$ cat src/rtl/core/mhtq_pkg.sv
`timescale 1ns / 1ps
// ----------------------------------------------------------------------------
// mhtq_pkg
// Shared types, codes and default sizes of the min-heap timer queue.
// ----------------------------------------------------------------------------
package mhtq_pkg;

    localparam int HEAP_DEPTH_DEF = 32;
    localparam int ID_COUNT_DEF   = 256;

    localparam int ID_W    = 8;
    localparam int TIME_W  = 32;
    localparam int COUNT_W = 6;
    localparam int KIND_W  = 2;
    localparam int STAT_W  = 3;

    typedef enum logic [KIND_W-1:0] {
        KIND_INSERT = 2'd0,
        KIND_CANCEL = 2'd1,
        KIND_TICK   = 2'd2,
        KIND_NONE   = 2'd3
    } t_kind;

    typedef enum logic [STAT_W-1:0] {
        ST_INSERTED  = 3'd0,
        ST_REJECTED  = 3'd1,
        ST_CANCELLED = 3'd2,
        ST_FIRED     = 3'd3,
        ST_DROPPED   = 3'd4,
        ST_DONE      = 3'd5
    } t_status;

    // One heap slot: expiry key and timer id
    typedef struct packed {
        logic [TIME_W-1:0] expiry;
        logic [ID_W-1:0]   ident;
    } t_entry;

endpackage

$ cat src/rtl/core/mhtq_heap_mem.sv
`timescale 1ns / 1ps
// ----------------------------------------------------------------------------
// mhtq_heap_mem
// Heap slot store: one write port, one read port, registered read data.
// ----------------------------------------------------------------------------
module mhtq_heap_mem #(
    parameter int DEPTH = mhtq_pkg::HEAP_DEPTH_DEF,
    parameter int AW    = $clog2(DEPTH)
) (
    input  logic             i_clk,
    input  logic             i_we,
    input  logic [AW-1:0]    i_waddr,
    input  mhtq_pkg::t_entry i_wdata,
    input  logic [AW-1:0]    i_raddr,
    output mhtq_pkg::t_entry o_rdata
);

    mhtq_pkg::t_entry r_mem [DEPTH];
    mhtq_pkg::t_entry r_rdata;

    // Write and read the slot array
    always_ff @(posedge i_clk) begin
        if (i_we) begin
            r_mem[i_waddr] <= i_wdata;
        end
        r_rdata <= r_mem[i_raddr];
    end

    assign o_rdata = r_rdata;

endmodule

$ cat src/rtl/core/mhtq_flag_mem.sv
`timescale 1ns / 1ps
// ----------------------------------------------------------------------------
// mhtq_flag_mem
// Cancel flag store: one bit per timer id, registered read data.
// ----------------------------------------------------------------------------
module mhtq_flag_mem #(
    parameter int DEPTH = mhtq_pkg::ID_COUNT_DEF,
    parameter int AW    = $clog2(DEPTH)
) (
    input  logic          i_clk,
    input  logic          i_we,
    input  logic [AW-1:0] i_waddr,
    input  logic          i_wdata,
    input  logic [AW-1:0] i_raddr,
    output logic          o_rdata
);

    logic r_mem [DEPTH];
    logic r_rdata;

    // Write and read the flag array
    always_ff @(posedge i_clk) begin
        if (i_we) begin
            r_mem[i_waddr] <= i_wdata;
        end
        r_rdata <= r_mem[i_raddr];
    end

    assign o_rdata = r_rdata;

endmodule

$ cat src/rtl/core/min_heap_timer_queue.sv
`timescale 1ns / 1ps
// ----------------------------------------------------------------------------
// min_heap_timer_queue
// Binary min-heap of timers keyed by expiry, with lazy cancel by id.
// ----------------------------------------------------------------------------
// Usage: one input channel (i_in_valid / o_in_stall) takes insert, cancel
// and tick items; one output channel (o_out_valid / i_out_stall) returns
// result items, o_last marking the final result of each input item.
// Items are processed one at a time; o_in_stall stays high while an item
// is at work. Insert and cancel give one result; a tick gives one result
// per popped root and then a done result. Kind 3 is dropped silently.
// An insert climbs the heap one level at a time, reading the parent and
// comparing; each pop sifts down level by level, with up to two child reads
// through the single heap read port, then a compare.
// Reset: the heap empties at once; then a clearing pass over all ID_COUNT
// flags zeroes the cancel flag store, during which o_in_stall is held high.
// A stalled receiver holds the output register; the next result waits in
// the sequencer, and a new input item is taken once the current one ends.
// ----------------------------------------------------------------------------
module min_heap_timer_queue #(
    parameter int HEAP_DEPTH = mhtq_pkg::HEAP_DEPTH_DEF,
    parameter int ID_COUNT   = mhtq_pkg::ID_COUNT_DEF
) (
    input  logic                          i_clk,
    input  logic                          i_rst_n,
    input  logic                          i_in_valid,
    output logic                          o_in_stall,
    input  logic [mhtq_pkg::KIND_W-1:0]   i_kind,
    input  logic [mhtq_pkg::ID_W-1:0]     i_timer_id,
    input  logic [mhtq_pkg::TIME_W-1:0]   i_expire_time,
    input  logic [mhtq_pkg::TIME_W-1:0]   i_now_time,
    output logic                          o_out_valid,
    input  logic                          i_out_stall,
    output logic [mhtq_pkg::STAT_W-1:0]   o_status,
    output logic [mhtq_pkg::ID_W-1:0]     o_out_id,
    output logic [mhtq_pkg::TIME_W-1:0]   o_out_expire,
    output logic [mhtq_pkg::COUNT_W-1:0]  o_entry_count,
    output logic [mhtq_pkg::TIME_W-1:0]   o_next_expire,
    output logic                          o_last
);

    localparam int AW = $clog2(HEAP_DEPTH);
    localparam int CW = $clog2(HEAP_DEPTH + 1);
    localparam int FW = $clog2(ID_COUNT);
    localparam int XW = AW + 2;
    localparam int NID = 1 << mhtq_pkg::ID_W;

    typedef enum logic [3:0] {
        S_CLEAR,
        S_IDLE,
        S_INS,
        S_INS_CMP,
        S_TICK,
        S_POP,
        S_SD,
        S_SD_C1,
        S_SD_C2,
        S_SD_CMP,
        S_EMIT
    } t_state;

    t_state                          r_state;
    t_state                          r_ret;
    logic [FW-1:0]                   r_clr_addr;
    logic [CW-1:0]                   r_count;
    mhtq_pkg::t_entry                r_root;
    mhtq_pkg::t_entry                r_key;
    mhtq_pkg::t_entry                r_best;
    logic [AW-1:0]                   r_best_idx;
    logic [AW-1:0]                   r_pos;
    logic [mhtq_pkg::TIME_W-1:0]     r_now;
    mhtq_pkg::t_status               r_res_status;
    logic [mhtq_pkg::ID_W-1:0]       r_res_id;
    logic [mhtq_pkg::TIME_W-1:0]     r_res_exp;
    logic                            r_res_last;
    logic                            r_out_valid;
    logic [mhtq_pkg::STAT_W-1:0]     r_out_status;
    logic [mhtq_pkg::ID_W-1:0]       r_out_id;
    logic [mhtq_pkg::TIME_W-1:0]     r_out_exp;
    logic [mhtq_pkg::COUNT_W-1:0]    r_out_count;
    logic [mhtq_pkg::TIME_W-1:0]     r_out_next;
    logic                            r_out_last;

    logic                            w_accept;
    logic                            w_out_free;
    logic [FW-1:0]                   w_mod_tab [NID];
    logic [AW-1:0]                   w_parent;
    logic [AW:0]                     w_c1;
    logic [AW:0]                     w_c2;
    logic                            w_has_c1;
    logic                            w_has_c2;
    logic                            w_full;
    logic                            w_best_lt;
    logic                            w_par_le;

    logic                            w_hwe;
    logic [AW-1:0]                   w_hwaddr;
    mhtq_pkg::t_entry                w_hwdata;
    logic [AW-1:0]                   w_hraddr;
    mhtq_pkg::t_entry                w_hrdata;

    logic                            w_fwe;
    logic [FW-1:0]                   w_fwaddr;
    logic                            w_fwdata;
    logic                            w_frdata;

    // Fold id into the flag range; constant table worked out at elaboration
    for (genvar gi = 0; gi < NID; gi++) begin : g_mod
        assign w_mod_tab[gi] = FW'(gi % ID_COUNT);
    end

    assign w_accept   = i_in_valid && !o_in_stall;
    assign w_out_free = !r_out_valid || !i_out_stall;
    assign w_parent   = AW'((r_pos - AW'(1)) >> 1);
    assign w_c1       = {r_pos, 1'b1};
    assign w_c2       = w_c1 + (AW + 1)'(1);
    assign w_has_c1   = XW'(w_c1) < XW'(r_count);
    assign w_has_c2   = XW'(w_c2) < XW'(r_count);
    assign w_full     = r_count >= CW'(HEAP_DEPTH);
    assign w_best_lt  = r_best.expiry < r_key.expiry;
    assign w_par_le   = w_hrdata.expiry <= r_key.expiry;

    // Drive heap memory ports from the sequencer state
    always_comb begin
        w_hwe    = 1'b0;
        w_hwaddr = r_pos;
        w_hwdata = r_key;
        w_hraddr = '0;
        case (r_state)
            S_INS: begin
                if (r_pos == '0) begin
                    w_hwe = 1'b1;
                end else begin
                    w_hraddr = w_parent;
                end
            end
            S_INS_CMP: begin
                w_hwe    = 1'b1;
                w_hwdata = w_par_le ? r_key : w_hrdata;
            end
            S_TICK: begin
                w_hraddr = AW'(r_count - CW'(1));
            end
            S_SD: begin
                if (w_has_c1) begin
                    w_hraddr = w_c1[AW-1:0];
                end else begin
                    w_hwe = 1'b1;
                end
            end
            S_SD_C1: begin
                w_hraddr = w_c2[AW-1:0];
            end
            S_SD_CMP: begin
                w_hwe    = 1'b1;
                w_hwdata = w_best_lt ? r_best : r_key;
            end
            default: begin
                w_hwe = 1'b0;
            end
        endcase
    end

    // Drive flag memory ports: clearing sweep, then insert and cancel writes
    always_comb begin
        w_fwe    = 1'b0;
        w_fwaddr = w_mod_tab[i_timer_id];
        w_fwdata = 1'b0;
        if (r_state == S_CLEAR) begin
            w_fwe    = 1'b1;
            w_fwaddr = r_clr_addr;
        end else if (w_accept) begin
            if (i_kind == mhtq_pkg::KIND_INSERT && !w_full) begin
                w_fwe = 1'b1;
            end else if (i_kind == mhtq_pkg::KIND_CANCEL) begin
                w_fwe    = 1'b1;
                w_fwdata = 1'b1;
            end
        end
    end

    mhtq_heap_mem #(
        .DEPTH (HEAP_DEPTH),
        .AW    (AW)
    ) u_heap (
        .i_clk   (i_clk),
        .i_we    (w_hwe),
        .i_waddr (w_hwaddr),
        .i_wdata (w_hwdata),
        .i_raddr (w_hraddr),
        .o_rdata (w_hrdata)
    );

    mhtq_flag_mem #(
        .DEPTH (ID_COUNT),
        .AW    (FW)
    ) u_flags (
        .i_clk   (i_clk),
        .i_we    (w_fwe),
        .i_waddr (w_fwaddr),
        .i_wdata (w_fwdata),
        .i_raddr (w_mod_tab[r_root.ident]),
        .o_rdata (w_frdata)
    );

    // Sequencer: state, heap bookkeeping and the output register
    always_ff @(posedge i_clk) begin
        if (!i_rst_n) begin
            r_state     <= S_CLEAR;
            r_ret       <= S_IDLE;
            r_clr_addr  <= '0;
            r_count     <= '0;
            r_out_valid <= 1'b0;
        end else begin
            if (r_out_valid && !i_out_stall && r_state != S_EMIT) begin
                r_out_valid <= 1'b0;
            end
            case (r_state)
                S_CLEAR: begin
                    r_clr_addr <= r_clr_addr + FW'(1);
                    if (r_clr_addr == FW'(ID_COUNT - 1)) begin
                        r_state <= S_IDLE;
                    end
                end
                S_IDLE: begin
                    if (w_accept) begin
                        r_key.expiry <= i_expire_time;
                        r_key.ident  <= i_timer_id;
                        r_now        <= i_now_time;
                        r_pos        <= AW'(r_count);
                        r_res_id     <= i_timer_id;
                        r_res_exp    <= i_expire_time;
                        r_res_last   <= 1'b1;
                        r_ret        <= S_IDLE;
                        case (i_kind)
                            mhtq_pkg::KIND_INSERT: begin
                                if (w_full) begin
                                    r_res_status <= mhtq_pkg::ST_REJECTED;
                                    r_state      <= S_EMIT;
                                end else begin
                                    r_res_status <= mhtq_pkg::ST_INSERTED;
                                    r_state      <= S_INS;
                                end
                            end
                            mhtq_pkg::KIND_CANCEL: begin
                                r_res_status <= mhtq_pkg::ST_CANCELLED;
                                r_res_exp    <= '0;
                                r_state      <= S_EMIT;
                            end
                            mhtq_pkg::KIND_TICK: begin
                                r_state <= S_TICK;
                            end
                            default: begin
                                r_state <= S_IDLE;
                            end
                        endcase
                    end
                end
                S_INS: begin
                    if (r_pos == '0) begin
                        r_root  <= r_key;
                        r_count <= r_count + CW'(1);
                        r_state <= S_EMIT;
                    end else begin
                        r_state <= S_INS_CMP;
                    end
                end
                S_INS_CMP: begin
                    if (w_par_le) begin
                        r_count <= r_count + CW'(1);
                        r_state <= S_EMIT;
                    end else begin
                        r_pos   <= w_parent;
                        r_state <= S_INS;
                    end
                end
                S_TICK: begin
                    if (r_count != '0 && r_root.expiry <= r_now) begin
                        r_state <= S_POP;
                    end else begin
                        r_res_status <= mhtq_pkg::ST_DONE;
                        r_res_id     <= '0;
                        r_res_exp    <= '0;
                        r_res_last   <= 1'b1;
                        r_ret        <= S_IDLE;
                        r_state      <= S_EMIT;
                    end
                end
                S_POP: begin
                    r_res_status <= w_frdata ? mhtq_pkg::ST_DROPPED : mhtq_pkg::ST_FIRED;
                    r_res_id     <= r_root.ident;
                    r_res_exp    <= r_root.expiry;
                    r_res_last   <= 1'b0;
                    r_ret        <= S_TICK;
                    r_key        <= w_hrdata;
                    r_pos        <= '0;
                    r_count      <= r_count - CW'(1);
                    r_state      <= (r_count == CW'(1)) ? S_EMIT : S_SD;
                end
                S_SD: begin
                    if (w_has_c1) begin
                        r_state <= S_SD_C1;
                    end else begin
                        if (r_pos == '0) begin
                            r_root <= r_key;
                        end
                        r_state <= S_EMIT;
                    end
                end
                S_SD_C1: begin
                    r_best     <= w_hrdata;
                    r_best_idx <= w_c1[AW-1:0];
                    r_state    <= w_has_c2 ? S_SD_C2 : S_SD_CMP;
                end
                S_SD_C2: begin
                    if (w_hrdata.expiry < r_best.expiry) begin
                        r_best     <= w_hrdata;
                        r_best_idx <= w_c2[AW-1:0];
                    end
                    r_state <= S_SD_CMP;
                end
                S_SD_CMP: begin
                    if (w_best_lt) begin
                        if (r_pos == '0) begin
                            r_root <= r_best;
                        end
                        r_pos   <= r_best_idx;
                        r_state <= S_SD;
                    end else begin
                        if (r_pos == '0) begin
                            r_root <= r_key;
                        end
                        r_state <= S_EMIT;
                    end
                end
                S_EMIT: begin
                    if (w_out_free) begin
                        r_out_valid  <= 1'b1;
                        r_out_status <= r_res_status;
                        r_out_id     <= r_res_id;
                        r_out_exp    <= r_res_exp;
                        r_out_count  <= mhtq_pkg::COUNT_W'(r_count);
                        r_out_next   <= (r_count != '0) ? r_root.expiry : '0;
                        r_out_last   <= r_res_last;
                        r_state      <= r_ret;
                    end
                end
                default: begin
                    r_state <= S_IDLE;
                end
            endcase
        end
    end

    assign o_in_stall    = (r_state != S_IDLE);
    assign o_out_valid   = r_out_valid;
    assign o_status      = r_out_status;
    assign o_out_id      = r_out_id;
    assign o_out_expire  = r_out_exp;
    assign o_entry_count = r_out_count;
    assign o_next_expire = r_out_next;
    assign o_last        = r_out_last;

    // Heap fill never exceeds its depth
    a_count_bound: assert property (@(posedge i_clk) disable iff (!i_rst_n)
        r_count <= CW'(HEAP_DEPTH))
        else $error("heap count above depth");

    // A done result always closes its item
    a_done_last: assert property (@(posedge i_clk) disable iff (!i_rst_n)
        (r_out_valid && r_out_status == mhtq_pkg::ST_DONE) |-> r_out_last)
        else $error("tick done result without last");

    // A pop result is never the last of its item
    a_pop_not_last: assert property (@(posedge i_clk) disable iff (!i_rst_n)
        (r_out_valid && (r_out_status == mhtq_pkg::ST_FIRED ||
                         r_out_status == mhtq_pkg::ST_DROPPED)) |-> !r_out_last)
        else $error("pop result marked last");

    // A stalled result holds until taken
    a_out_hold: assert property (@(posedge i_clk) disable iff (!i_rst_n)
        (r_out_valid && i_out_stall) |=> (r_out_valid && $stable(r_out_status)))
        else $error("stalled result changed");

endmodule

$ cat config.mk
export PLATFORM = sky130hd
export DESIGN_NAME = min_heap_timer_queue
export DESIGN_NICKNAME = d
export VERILOG_FILES = /design/src/rtl/core/mhtq_pkg.sv /design/src/rtl/core/mhtq_heap_mem.sv /design/src/rtl/core/mhtq_flag_mem.sv /design/src/rtl/core/min_heap_timer_queue.sv
export SDC_FILE = /design/constraint.sdc
export NUM_CORES = 2
export LEC_CHECK = 0
export BUFFER_PORTS_ARGS = -buffer_cell sky130_fd_sc_hd__clkbuf_2
export CORE_AREA = 2 2 421 423
export DETAILED_ROUTE_END_ITERATION = 16
export DIE_AREA = 0 0 423 425
export PLACE_DENSITY = 0.71
export SLEW_MARGIN = 20
export SYNTH_ARGS = -nofsm -noshare
export SYNTH_HDL_FRONTEND = slang
export SYNTH_SLANG_ARGS = --single-unit
$ cat constraint.sdc
create_clock -name i_clk -period 16.5 [get_ports i_clk]
set_input_delay 0.825 -clock i_clk [delete_from_list [all_inputs] [get_ports i_clk]]
set_output_delay 0.825 -clock i_clk [all_outputs]
set_load 0.05 [all_outputs]
==> flow_summary_export.csv <==
group,metric,value,unit
sta,post-route-period-util,38.4,%
cts,clkTransAtPathRegs,60,ps
die,die_h,425,um
sta,rsz0062_at_grt,"no",
worst_setup_path,end_kind,"register",
yosys,synth.distinct_cells,67,
grt,grt_max_degree,210,
cts,postCtsSetupBuffers,0,
cts,clockRootBuffer,"clkbuf_16",
die,fp.dieW,423,um
grt,grt_antenna_before_repair,3,
worst_setup_path,required,17160,ps
sta,setup_viol,0,
finish,nNetsFinal,6210,
cts,htree_num_levels,4,
yosys,postSynthNetCount,6137,
routing,routedLengthMet1,81.4,mm
place,gp_congestion,0.953,
cts,cts_hold_buf,0,
run,drv_cap,0,
power,power_density,106,nW/um2
sta,maxSlewHeadroom,20.2,%
worst_setup_path,path_class,"register to register",
grt,grt_util_all_layers,23.1,%
yosys,syn_area,78400,um2
die,dieArea,180000,um2
yosys,synth_ff_type,"edfxtp_1",
cts,clk_path_buf_depth,3,
sta,period_needed,6340,ps
finish,area_delta_synth_final,11.7,%
sta,worst-slew-pin-transition,1200,ps
place,dp_slack,10100,ps
sta,fin_skew,36.4,ps
yosys,synth_edf_count,1824,
yosys,ys_seq_area_share,71.5,%
place,dp_hpwl,113,mm
routing,wl_met2,98.2,mm
power,vdd_drop_max,0.121,mV
worst_setup_path,cp_max_fo,209,
yosys,syn_inst,5915,
place,port_buffers,161,
yosys,synthTopCellsByArea,"edfxtp_1 (70%), nand2_1 (7.1%), mux4_2 (2.4%), ha_1 (2.3%), and3_1 (2.2%)",
routing,dr.pass1.iters,8,
routing,num_vias,50500,
grt,grt_pass1_vias,47400,
cts,cts_resized,0,
sta,max_freq,0.158,GHz
die,initial_core_util,44.7,%
yosys,async_flop_share,0,%
worst_setup_path,cp.arrival,7000,ps
routing,ant_nets,0,
routing,wl_met3,26.2,mm
sta,final_max_slew_viol_count,0,
yosys,synth_seq_cells,1886,
yosys,ys_warn_count,0,
cts,cts_tree,"built",
routing,wl_per_cell,25.2,um
grt,grt_overflow_total,0,
sta,hold_viol,0,
die,core,175000,um2
yosys,synth_area_per_cell,13.2,um2
finish,antenna_cells,0,
die,num_rows,154,
cts,clk_latency,830,ps
sta,post-route-worst-setup-slack,10160,ps
cts,numCtsBuffers,177,
sta,fin_tns_setup,0,ps
die,pin_count,162,
outcome,status,"complete, no violations",
routing,vias_per_cell,5.96,
worst_hold_path,hold_class,"input port to register",
cts,cts.sinks,1886,
yosys,synth_top_area_share,69.9,%
routing,first_iter_violations,7643,
routing,top_layer,"met4",
routing,drcViolationCount,0,
yosys,yosys.area.top_type,"edfxtp_1",
finish,drive_gt1_share,11.2,%
power,cellLeakagePower,30.6,nW
worst_setup_path,cp-start-kind,"register",
grt,grt_pass1_wl,310,mm
routing,drt-total-wl,214,mm
## flip-flops by register name, indices dropped and copies added (netlist names), 8 cells and up
signal	cells
o_out_id	8
o_next_expire	32
u_flags.r_mem	256
r_res_id	8
o_out_expire	32
r_res_exp	32
r_clr_addr	8
u_heap.o_rdata	40
r_root	40
r_now	32
r_best	40
r_key	40
u_heap.r_mem	1280
## per-layer routing
layer	track usage, %	vias to the layer above
met1	31.8	24900
met2	36.4	3159
met4	8.59	0
met5	0	-
li1	-	22000
met3	4.70	470
## cell type report
type                       count  area [um2]
clock buffer                 244        4840
clock inverter                84         906
fill                       14500       87800
inverter                     116         435
multi-input combinational   3552       20800
sequential                  1886       56000
tap                         2340        2930
timing repair buffer         255        1610
## metrics by stage
stage / hold slack (ps) / cells / cell area [um2] / power [mW] / util, %
after floorplan: 400 / 5915 / 78400 / 5.30 / -
after global placement: 402 / 8145 / 81600 / 5.32 / 46.6
after detailed placement: 405 / 8149 / 81700 / 5.32 / 46.6
after CTS: 131 / 8477 / 87500 / 9.30 / 49.9
after global routing: 163 / 8477 / 87500 / 9.48 / 49.9
final: 185 / 8477 / 87500 / 9.28 / 49.9
## worst paths after layout
| kind | startpoint | endpoint | slack [ps] | cells past startpoint |
|---|---|---|---|---|
| max | r_pos[0]$_DFFE_PP_ | u_heap.o_rdata[9]$_DFF_P_ | 10160 | 14 |
| min reg2reg | r_res_id[5]$_DFFE_PP_ | o_out_id[5]$_DFFE_PP_ | 420 | 0 |
| max reg2reg | r_pos[0]$_DFFE_PP_ | u_heap.o_rdata[9]$_DFF_P_ | 10160 | 14 |
| min | i_now_time[10] | r_now[10]$_DFFE_PP_ | 180 | 1 |
## cells in the mapped netlist (85+ instances only)
master and n:
a21oi_1 106, a31oi_1 277, and3_1 278, buf_2 98, clkbuf_1 219, edfxtp_1 1824
ha_1 144, inv_1 115, mux4_2 85, nand2_1 1484, nand3_1 110, nor2_1 354
o22ai_1 134
## cells in the final DEF (no fill, tap or decap), drive strengths merged, types with 39 or more instances in the layout
master / synthesis / layout
a21o: 55 / 55
a21oi: 106 / 106
a221o: 41 / 41
a22o: 45 / 45
a31oi: 277 / 277
and2: 62 / 62
and3: 278 / 278
buf: 142 / 94
clkbuf: 219 / 405
clkinv: 0 / 60
dfxtp: 62 / 62
edfxtp: 1824 / 1824
ha: 144 / 144
inv: 116 / 122
mux2i: 45 / 45
mux4: 85 / 85
nand2: 1484 / 1484
nand3: 110 / 110
nand4: 39 / 39
nor2: 354 / 354
o21ai: 58 / 58
o22ai: 134 / 134
## critical path, cell delays in order, from the launching register on
cell and delay [ps]:
edfxtp_1 560, inv_1 260, ha_1 250, or3b_4 440
o21ai_2 190, o221ai_1 270, a21oi_4 220, buf_12 560
buf_4 890, buf_4 920, nand2_1 140, and3_1 210
a31oi_1 170, o22ai_1 120, nor4_1 480
## kinds of logic (layout without fill, tap and decap cells)
kind of cell | Yosys count | count (layout) | share of synthesized area (%)
AOI/OAI and AO/OA | 802 | 802 | 6.75
DFF | 1886 | 1886 | 71.5
muxes | 132 | 132 | 3.05
xor gates and xnor gates | 23 | 23 | 0.257
buffers and inverters | 477 | 699 | 2.58
and+or+nand+nor | 2451 | 2451 | 13.6
adders and majority gates | 144 | 144 | 2.30
## report_power, final
part | switching, mW | total (mW) | internal, mW
registers | 0.00126 | 5.17 | 5.17
clock network | 1.79 | 4.05 | 2.26
logic | 0.0323 | 0.0481 | 0.0157
Power figures use the tool's default switching activity.
